### config.mk
export PLATFORM = sky130hd
export DESIGN_NAME = lsat_set_update
export DESIGN_NICKNAME = d
export VERILOG_FILES = /design/src/hdl/lsat_pkg.sv /design/src/hdl/lsat_set_update.sv
export SDC_FILE = /design/constraint.sdc
export NUM_CORES = 1
export LEC_CHECK = 0
export BUFFER_PORTS_ARGS = -buffer_cell sky130_fd_sc_hd__buf_2
export CELL_PAD_IN_SITES_DETAIL_PLACEMENT = 0
export CELL_PAD_IN_SITES_GLOBAL_PLACEMENT = 1
export CORE_MARGIN = 2
export CORE_UTILIZATION = 11
export DETAILED_ROUTE_END_ITERATION = 7
export PLACE_DENSITY = 0.77
export SYNTH_ARGS = -nofsm -noshare
export SYNTH_HDL_FRONTEND = slang
export SYNTH_SLANG_ARGS = --single-unit
### constraint.sdc
create_clock -name vclk -period 1.14
set_clock_uncertainty 0.2 [all_clocks]
set_input_delay 0.114 -clock vclk [all_inputs]
set_output_delay 0.114 -clock vclk [all_outputs]
set_load 0.1 [all_outputs]
### src/hdl/lsat_pkg.sv
// Package: command codes, controller states and fixed field widths of the LRU tag array.
package lsat_pkg;

    // Fixed widths of the command fields
    localparam int CMD_BITS       = 3;
    localparam int SET_INDEX_BITS = 6;
    localparam int SET_IN_RANGE   = 1 << SET_INDEX_BITS;

    // Command codes
    typedef enum logic [CMD_BITS-1:0] {
        CMD_LOOKUP    = 3'd0,
        CMD_INSERT    = 3'd1,
        CMD_DIRTY     = 3'd2,
        CMD_INVAL     = 3'd3,
        CMD_SET_STATE = 3'd4,
        CMD_GET_STATE = 3'd5
    } cmd_t;

    // Controller states
    typedef enum logic [1:0] {
        ST_CLEAR,
        ST_IDLE,
        ST_EXEC
    } ctrl_state_t;

endpackage

### src/hdl/lsat_set_update.sv
// Set update: applies one command to a set row and forms the response fields.
module lsat_set_update #(
    parameter int WAYS       = 4,
    parameter int TAG_BITS   = 20,
    parameter int STATE_BITS = 3,
    parameter int RANK_W     = 2,
    parameter int FILL_W     = 3,
    parameter int ROW_W      = 111
) (
    input  logic [2:0]            cmd,
    input  logic [TAG_BITS-1:0]   tag,
    input  logic [STATE_BITS-1:0] state_value,
    input  logic [ROW_W-1:0]      row_in,
    output logic [ROW_W-1:0]      row_out,
    output logic                  hit,
    output logic                  write_back,
    output logic [STATE_BITS-1:0] state_out
);

    import lsat_pkg::*;

    localparam int WAY_FW = TAG_BITS + 3 + STATE_BITS + RANK_W;
    localparam int OFS_V  = TAG_BITS;
    localparam int OFS_D  = TAG_BITS + 1;
    localparam int OFS_C  = TAG_BITS + 2;
    localparam int OFS_R  = TAG_BITS + 2 + STATE_BITS;
    localparam int FILL_O = WAYS * WAY_FW;

    logic [TAG_BITS-1:0]   w_tag   [WAYS];
    logic                  w_valid [WAYS];
    logic                  w_dirty [WAYS];
    logic [STATE_BITS-1:0] w_coh   [WAYS];
    logic [RANK_W-1:0]     w_rank  [WAYS];
    logic [FILL_W-1:0]     fill;

    logic [TAG_BITS-1:0]   n_tag   [WAYS];
    logic                  n_valid [WAYS];
    logic                  n_dirty [WAYS];
    logic [STATE_BITS-1:0] n_coh   [WAYS];
    logic [RANK_W-1:0]     n_rank  [WAYS];
    logic [FILL_W-1:0]     n_fill;

    logic [WAYS-1:0] occ;
    logic [WAYS-1:0] is_mru;
    logic [WAYS-1:0] match;
    logic [WAYS-1:0] is_best;
    logic [WAYS-1:0] is_lru;

    // Unpack the row
    always_comb
    begin
        for (int w = 0; w < WAYS; w++)
        begin
            w_tag[w]   = row_in[w*WAY_FW +: TAG_BITS];
            w_valid[w] = row_in[w*WAY_FW + OFS_V];
            w_dirty[w] = row_in[w*WAY_FW + OFS_D];
            w_coh[w]   = row_in[w*WAY_FW + OFS_C +: STATE_BITS];
            w_rank[w]  = row_in[w*WAY_FW + OFS_R +: RANK_W];
        end
        fill = row_in[FILL_O +: FILL_W];
    end

    // Classify ways: occupied, MRU, LRU, tag match
    always_comb
    begin
        for (int w = 0; w < WAYS; w++)
        begin
            occ[w]    = (FILL_W'(w) < fill);
            is_mru[w] = occ[w] && (w_rank[w] == '0);
            is_lru[w] = occ[w] && (w_rank[w] == RANK_W'(WAYS - 1));
            match[w]  = occ[w] && w_valid[w] && (w_tag[w] == tag);
        end
    end

    // Pick the matching way closest to MRU
    always_comb
    begin
        for (int w = 0; w < WAYS; w++)
        begin
            is_best[w] = match[w];
            for (int v = 0; v < WAYS; v++)
            begin
                if (v != w && match[v] && (w_rank[v] < w_rank[w]))
                begin
                    is_best[w] = 1'b0;
                end
            end
        end
    end

    // Apply the command
    always_comb
    begin
        logic             full;
        logic [WAYS-1:0]  target;
        logic [RANK_W:0]  r_eff;
        logic             found;

        for (int w = 0; w < WAYS; w++)
        begin
            n_tag[w]   = w_tag[w];
            n_valid[w] = w_valid[w];
            n_dirty[w] = w_dirty[w];
            n_coh[w]   = w_coh[w];
            n_rank[w]  = w_rank[w];
        end
        n_fill     = fill;
        hit        = 1'b0;
        write_back = 1'b0;
        state_out  = '0;
        full       = (fill >= FILL_W'(WAYS));
        target     = '0;
        r_eff      = '0;
        found      = 1'b0;

        case (cmd)
            CMD_LOOKUP:
            begin
                hit = |match;
                for (int w = 0; w < WAYS; w++)
                begin
                    if (is_best[w])
                    begin
                        r_eff = {1'b0, w_rank[w]};
                    end
                end
                if (hit)
                begin
                    for (int w = 0; w < WAYS; w++)
                    begin
                        if (is_best[w])
                        begin
                            n_rank[w] = '0;
                        end
                        else if (occ[w] && ({1'b0, w_rank[w]} < r_eff))
                        begin
                            n_rank[w] = w_rank[w] + 1'b1;
                        end
                    end
                end
            end
            CMD_INSERT:
            begin
                // Choose the free way or the LRU way (way 0 if none ranks last)
                if (!full)
                begin
                    for (int w = 0; w < WAYS; w++)
                    begin
                        target[w] = (FILL_W'(w) == fill);
                    end
                    r_eff  = (RANK_W+1)'(fill);
                    n_fill = fill + 1'b1;
                end
                else
                begin
                    for (int w = 0; w < WAYS; w++)
                    begin
                        if (is_lru[w] && !found)
                        begin
                            target[w] = 1'b1;
                            found     = 1'b1;
                        end
                    end
                    if (!found)
                    begin
                        target[0] = 1'b1;
                    end
                    for (int w = 0; w < WAYS; w++)
                    begin
                        if (target[w])
                        begin
                            r_eff      = {1'b0, w_rank[w]};
                            write_back = w_valid[w] && w_dirty[w];
                        end
                    end
                end
                // Fill the way and make it MRU
                for (int w = 0; w < WAYS; w++)
                begin
                    if (target[w])
                    begin
                        n_tag[w]   = tag;
                        n_valid[w] = 1'b1;
                        n_dirty[w] = 1'b0;
                        n_coh[w]   = '0;
                        n_rank[w]  = '0;
                    end
                    else if (occ[w] && ({1'b0, w_rank[w]} < r_eff))
                    begin
                        n_rank[w] = w_rank[w] + 1'b1;
                    end
                end
            end
            CMD_DIRTY:
            begin
                for (int w = 0; w < WAYS; w++)
                begin
                    if (is_mru[w])
                    begin
                        n_dirty[w] = 1'b1;
                    end
                end
            end
            CMD_INVAL:
            begin
                // Drop the MRU way to LRU, move the others up
                if (|is_mru)
                begin
                    for (int w = 0; w < WAYS; w++)
                    begin
                        if (is_mru[w])
                        begin
                            n_valid[w] = 1'b0;
                            n_rank[w]  = RANK_W'(fill - 1'b1);
                        end
                        else if (occ[w] && (w_rank[w] != '0))
                        begin
                            n_rank[w] = w_rank[w] - 1'b1;
                        end
                    end
                end
            end
            CMD_SET_STATE:
            begin
                for (int w = 0; w < WAYS; w++)
                begin
                    if (is_mru[w])
                    begin
                        n_coh[w] = state_value;
                    end
                end
            end
            CMD_GET_STATE:
            begin
                for (int w = 0; w < WAYS; w++)
                begin
                    if (is_mru[w])
                    begin
                        state_out = w_coh[w];
                    end
                end
            end
            default:
            begin
                n_fill = fill;
            end
        endcase
    end

    // Pack the row
    always_comb
    begin
        row_out = '0;
        for (int w = 0; w < WAYS; w++)
        begin
            row_out[w*WAY_FW +: TAG_BITS]           = n_tag[w];
            row_out[w*WAY_FW + OFS_V]               = n_valid[w];
            row_out[w*WAY_FW + OFS_D]               = n_dirty[w];
            row_out[w*WAY_FW + OFS_C +: STATE_BITS] = n_coh[w];
            row_out[w*WAY_FW + OFS_R +: RANK_W]     = n_rank[w];
        end
        row_out[FILL_O +: FILL_W] = n_fill;
    end

endmodule

==> results.md, run 1 <==
Final layout:
- The share of the core filled with cells is 0.176.
- The area added between synthesis and finish is 55.4%.
- The area occupied by registers is 0 µm².
- The total non-filler cell area in the finished layout is 1620 µm².
- The number of diodes is 0.
- Clock buffers in the final layout number 0.
- Sequential cells placed in the final layout were counted as 0.
- The count of non-filler cells in the finished layout is 236.
- Of the cells placed in the final design, the portion with a size suffix greater than 1 is 0.944.
- The number of nets in the layout is 264.

Synthesis:
- The most common cell in the synthesized netlist is buf_4.
- Ranked by total cell area, the synthesized netlist is headed by buf_4 (64%), mux2_4 (17%), mux2_2 (8.7%).
- Averaged over all synthesized cells, the footprint is 8.59 µm².
- For this run, the register share of the synthesized area comes to 0.
- The post-synthesis cell type count is 10.
- The Yosys step of the flow raised 0 warnings.
- The share of synthesized area in the top cell type comes to 0.635.
- The combined area of all synthesized cells is 1040 µm².
- In the synthesized netlist, the cells that appear most often are buf_4 (88), mux2_4 (12), mux2_2 (8).
- The number of cells produced by synthesis is 121.
- Of all cell types, the one taking the most synthesized area is buf_4.

Floorplanning:
- The horizontal die dimension is 101 µm.
- The placeable core area is 9200 µm².
- The starting density of the core is 0.113.
- The die covers 10200 µm².
- The floorplan has 35 rows.
- The floorplan step set the die height to 101 µm.
- In this run the count of I/O pins placed on the die edge is 253.

Routing:
- For this run, design rule violations remaining after detail routing come to 0.
- The detailed router finished its first iteration with 6 violations.
- The average wire per standard cell is 12.8 µm.
- The via count normalized by instance count is 3.04.
- The remaining antenna violation count after routing is 0.
- Wires add up to 3030 µm.
- The first-pass iteration count of the detailed router is 2.
- The via count is 717.

Critical path:
- The slowest stage of the critical path belongs to the cell mux2_4.
- STA classifies the critical path startpoint as an input port.
- On the worst path, the slowest cell contributes a delay of 320 ps.
- Data on the critical path is required at its endpoint by 830 ps.
- The family of cells with the greatest summed delay on the critical path is buffers and inverters.
- Counting buffers and inverters, the worst setup path is 6 cells deep.
- The arrival time at the worst endpoint is 1230 ps.
- By startpoint and endpoint, the worst setup path is classified as in -> out.
- The critical path goes through buf_6 > nor3b_4 > buf_6 > buf_12 > mux2_4 > buf_12.
- Together, buffers and inverters on the worst path number 4.
- The highest net fanout along the worst path is 6.
- The element type at the critical path end is a primary output.

Timing:
- The post-route setup TNS is -10440 ps.
- Setup violations remaining at the end of the flow were counted as 28.
- Setup repair after global routing could not meet its margin everywhere.
- The share of the clock period used by the worst path is 1.35.
- After layout, the worst setup slack is -404 ps.
- The final critical delay including setup and external delays is 1540 ps.
- Derived from the worst setup path, the maximum achievable clock frequency is 648 MHz.
- The total count of max-transition violations in the final report came to 0.
- The number of failing hold endpoints at the final stage is 0.

Global route:
- Entering global routing, the biggest net connects 7 pins.
- The first global-routing pass estimated 3970 µm of wire.
- The global routing met3 resource utilization is 0.0179.
- The overall fraction of global-route tracks in use is 0.0502.
- The most heavily used metal layer in global routing is met2.
- Summed over all layers, the global routing overflow is 0.
- The global-route track usage on met2 is 0.0922.
- The number of antenna violations at the first check in global routing is 0.
- The via count of the first global-routing pass came to 696.
- The met1 track utilization from global routing is 0.0448.

Flow run:
- Across the run, the number of max-cap violations was 0.

Placed design:
- The total instance count after detailed placement is 227.
- The cell area reported after detailed placement is 1150 µm².
- The count of buffers inserted at the top-level ports is 78.
- Routability-driven placement finished with a final weighted congestion of 0.533.
- The detailed placement HPWL is 2220 µm.

Power and ir drop:
- The leakage power summed over all cells is 0.783 nW.
- The power per cell area is 759 nW/µm².
- The largest voltage drop on the vdd net is 0.168 mV.

Worst hold path:
- The number of cells on the worst hold path is 0.
- The tightest min-delay check is of the in -> out type.

Outcome:
- The run finished, with violations left.
- The checks that failed: negative setup slack.
-- power by group --
group	switching, W	internal, W
Combinational	0.000753	0.000472
Sequential	0	0
Clock	0	0
Total	0.000753	0.000472
-- placed cells by master, fill, tap and decap left out --
master	n
or2_4	1
conb_1	7
buf_16	3
buf_2	47
and3_4	1
buf_6	8
nor3b_4	1
nor2b_4	6
mux2_4	20
buf_12	31
-- through the flow --
step | worst slack [ps] | total power (W) | hold WS, ps
floorplan | -229 | 0.00211 | 232
global placement | -484 | 0.000994 | 28.7
detailed placement | -518 | 0.00100 | 28.7
CTS | -424 | 0.00123 | 28.7
global route | -455 | 0.00126 | 28.1
finish | -404 | 0.00123 | 28.0
-- final cells by class --
type                            instances  area, µm²
Fill cell                             999       7580
Multi-Input combinational cell         36        448
Tap cell                              111        139
Timing Repair Buffer                   89       1030
-- path summary, 6_finish.rpt --
check	from	end	slack, ps
hold / removal	row_in[100]	row_out[100]	30
setup / recovery	cmd[1]	row_out[18]	-400
-- repair_timing --
item                                    4_1_cts  5_1_grt
gates cloned                                  3        0
hold buffers                                  0        0
setup buffers                                 6        0
endpoints found under the setup margin       28       28
endpoints found under the hold margin         0        0
pin swaps                                     2        2
resized for setup                            86        0
-- cells by family (layout without fill, tap and decap cells) --
kind of cell	count (synthesis)	after routing	synth area share
buffers and inverters	91	89	0.676
AND/OR/NAND/NOR	9	9	0.0602
multiplexers	20	20	0.260
other	1	7	0.00361
-- routing by layer --
layer | vias to the layer above | part of all wire
met5 | - | 0
met4 | 0 | 0.071
met3 | 32 | 0.14
met2 | 86 | 0.51
met1 | 304 | 0.28
li1 | 295 | -
Note: power is estimated with default switching activity, not from simulation.
==> run 2: changes to the inputs <==
--- a/config.mk
+++ b/config.mk
@@ -11,7 +11,7 @@
 export CORE_MARGIN = 2
 export CORE_UTILIZATION = 11
 export DETAILED_ROUTE_END_ITERATION = 7
-export PLACE_DENSITY = 0.77
+export PLACE_DENSITY = 0.79
 export SYNTH_ARGS = -nofsm -noshare
 export SYNTH_HDL_FRONTEND = slang
 export SYNTH_SLANG_ARGS = --single-unit
==> results.md, run 2 (same netlist as run 1, synthesis figures left out) <==
Global route:
- The wire length of the first global-routing pass is 3060 µm (-23%).
- The overall fraction of global-route tracks in use came to 0.0368 (-0.0134).
- The global route total overflow came to 0 (unchanged).
- The number of antenna violations at the first check in global routing is 0 (unchanged).
- The maximum number of pins on one net before global-route repair is 21 (+14).
- The via count of the first global-routing pass is 609 (-13%).

Floorplanning:
- The floorplan die height is 101 µm (unchanged).
- The placeable core area was 9200 µm² (unchanged).
- The horizontal die dimension is 101 µm (unchanged).
- The count of pins on the block boundary is 253 (unchanged).
- The starting density of the core is 0.113 (unchanged).
- The overall die area is 10200 µm² (unchanged).
- The number of rows in the core area is 35 (unchanged).

Power and ir drop:
- The portion of total power attributed to sequential cells is 0 (unchanged).
- The combinational share of power is 1.000 (about the same).
- The proportion of total power due to net switching came to 0.665 (+0.0508).
- The power per cell area was 821 nW/µm² (+8.3%).
- The switching power is 0.000725 W (-3.8%).
- The relative contribution of the clock network to total power was 0 (unchanged).
- The leakage power summed over all cells was 0.653 nW (-17%).
- The internal cell power is 0.000364 W (-23%).
- The largest voltage drop on the vdd net was 0.179 mV (+6.5%).

Timing:
- The final-report setup violation count came to 28 (unchanged).
- The achievable clock frequency is 638 MHz (-1.5%).
- The worst-case setup margin in the final layout was -428 ps (-23.9 ps).
- The number of failing hold endpoints at the final stage is 0 (unchanged).
- The share of the clock period used by the worst path is 1.38 (+0.0210).
- The post-route setup TNS is -9250 ps (+1180 ps).
- The total count of max-transition violations in the final report came to 0 (unchanged).
- Setup repair after global routing could not meet its margin everywhere.
- The final critical delay including setup and external delays is 1570 ps (+23.9 ps).

Final layout:
- The share of final-layout standard cells stronger than drive strength 1 was 0.941 (-0.00282).
- The top cell types in the final layout, fill and taps aside, are buf_2 (48), buf_12 (18), mux2_4 (12), buf_6 (11), mux2_2 (8).
- Compared with the post-synthesis result, the final layout area differs by 27.6%.
- The total number of sequential cells is 0 (unchanged).
- The count of clock-net buffers in the final layout came to 0 (unchanged).
- The number of nets in the layout is 258 (-2.3%).
- The share of the core filled with cells came to 0.144 (-0.0314).
- The area occupied by registers is 0 µm² (unchanged).
- The number of diodes was 0 (unchanged).
- The most common library cell in the layout ignoring fill and taps is buf_2.

Critical path:
- The arrival time at the worst endpoint was 1250 ps (+20 ps).
- The type of the worst setup path is in -> out.
- The most used cell along the critical path is buf_12.
- The highest net fanout along the worst path is 20 (+14).
- Walking the worst path, the cells encountered are buf_6 > nor3b_4 > buf_12 > buf_4 > mux2_4 > buf_12.
- The cell type of the slowest stage on the worst timing path is mux2_4.
- The startpoint kind of the worst setup timing path is an input port.
- The data required time at the worst endpoint is 830 ps (about the same).
- STA classifies the critical path endpoint as a primary output.
- The peak per-stage delay on the critical path is 310 ps (about the same).

Routing:
- The average wire per standard cell came to 10.8 µm (-16%).
- The number of DRC violations after detailed-routing iteration 0 is 1 (-5).
- The via count normalized by instance count was 2.90 (-4.5%).
- The final routed DRC violation total is 0 (unchanged).
- The via count came to 667 (-7.0%).
- The remaining antenna violation count after routing is 0 (unchanged).
- The first-pass iteration count of the detailed router was 2 (unchanged).
- The total wire length is 2490 µm (-18%).

Placed design:
- The count of buffers inserted at the top-level ports was 78 (unchanged).
- The global placer's final weighted congestion is 0.578 (+8.5%).

Outcome:
- The final reports fail on negative setup slack.
- The flow ran to the end, but the final reports show violations.

Clock network:
- The count of cells resized by post-cts repair is 30 (-65%).
- The number of hold buffers added after CTS is 0 (unchanged).
- The buffer count from post-CTS setup fixing is 0 (-6).

Worst hold path:
- The worst hold path belongs to the class in -> out.

Flow run:
- The max-capacitance violation count is 0 (unchanged).
run 2: cell types whose count changed in the layout (fill, tap and decap cells not counted):
| cell | delta |
|---|---|
| buf_12 | -13 |
| mux2_2 | +8 |
| buf_4 | +6 |
| mux2_4 | -8 |
| buf_2 | +1 |
| buf_16 | -3 |
| buf_6 | +3 |
run 2: layout make-up:
type | instances | area, µm²
repair buffers | 83 | 769
well taps | 111 | 139
fillers | 1026 | 7870
multi-input cells | 36 | 418
run 2: final timing paths:
check	startpoint	to	slack (ps)	cells after the start
setup / recovery	cmd[1]	row_out[15]	-430	6
hold / removal	row_in[45]	row_out[45]	30	0
run 2: per-stage QoR:
stage | total power, W | area, µm² | worst slack, ps | hold slack, ps | cells
CTS | 0.00109 | 1330 | -437 | 28.7 | 230
finish | 0.00109 | 1330 | -428 | 28.0 | 230
global route | 0.00112 | 1330 | -468 | 28.1 | 230
floorplan | 0.00211 | 1130 | -229 | 232 | 127
detailed placement | 0.00103 | 1220 | -484 | 28.7 | 230
global placement | 0.00103 | 1220 | -465 | 28.7 | 230
run 2: power groups by stage:
stage	clock network [W]	logic, W	registers [W]
after detailed placement	0	0.00103	0
final	0	0.00109	0
after global placement	0	0.00103	0
after floorplan	0	0.00211	0
after global routing	0	0.00112	0
after CTS	0	0.00109	0
run 2: critical path: cells and delay by family:
family	cells	cell delay (ps)
buffers and inverters	4	600
AND/OR/NAND/NOR	1	220
multiplexers	1	310
run 2: routing by layer:
| layer | global-route usage | up-vias | share of wire |
|---|---|---|---|
| met5 | 0 | - | 0 |
| met4 | 0.0312 | 0 | 0.077 |
| met3 | 0.0221 | 26 | 0.19 |
| met2 | 0.0591 | 85 | 0.44 |
| met1 | 0.0329 | 273 | 0.29 |
| li1 | - | 283 | - |
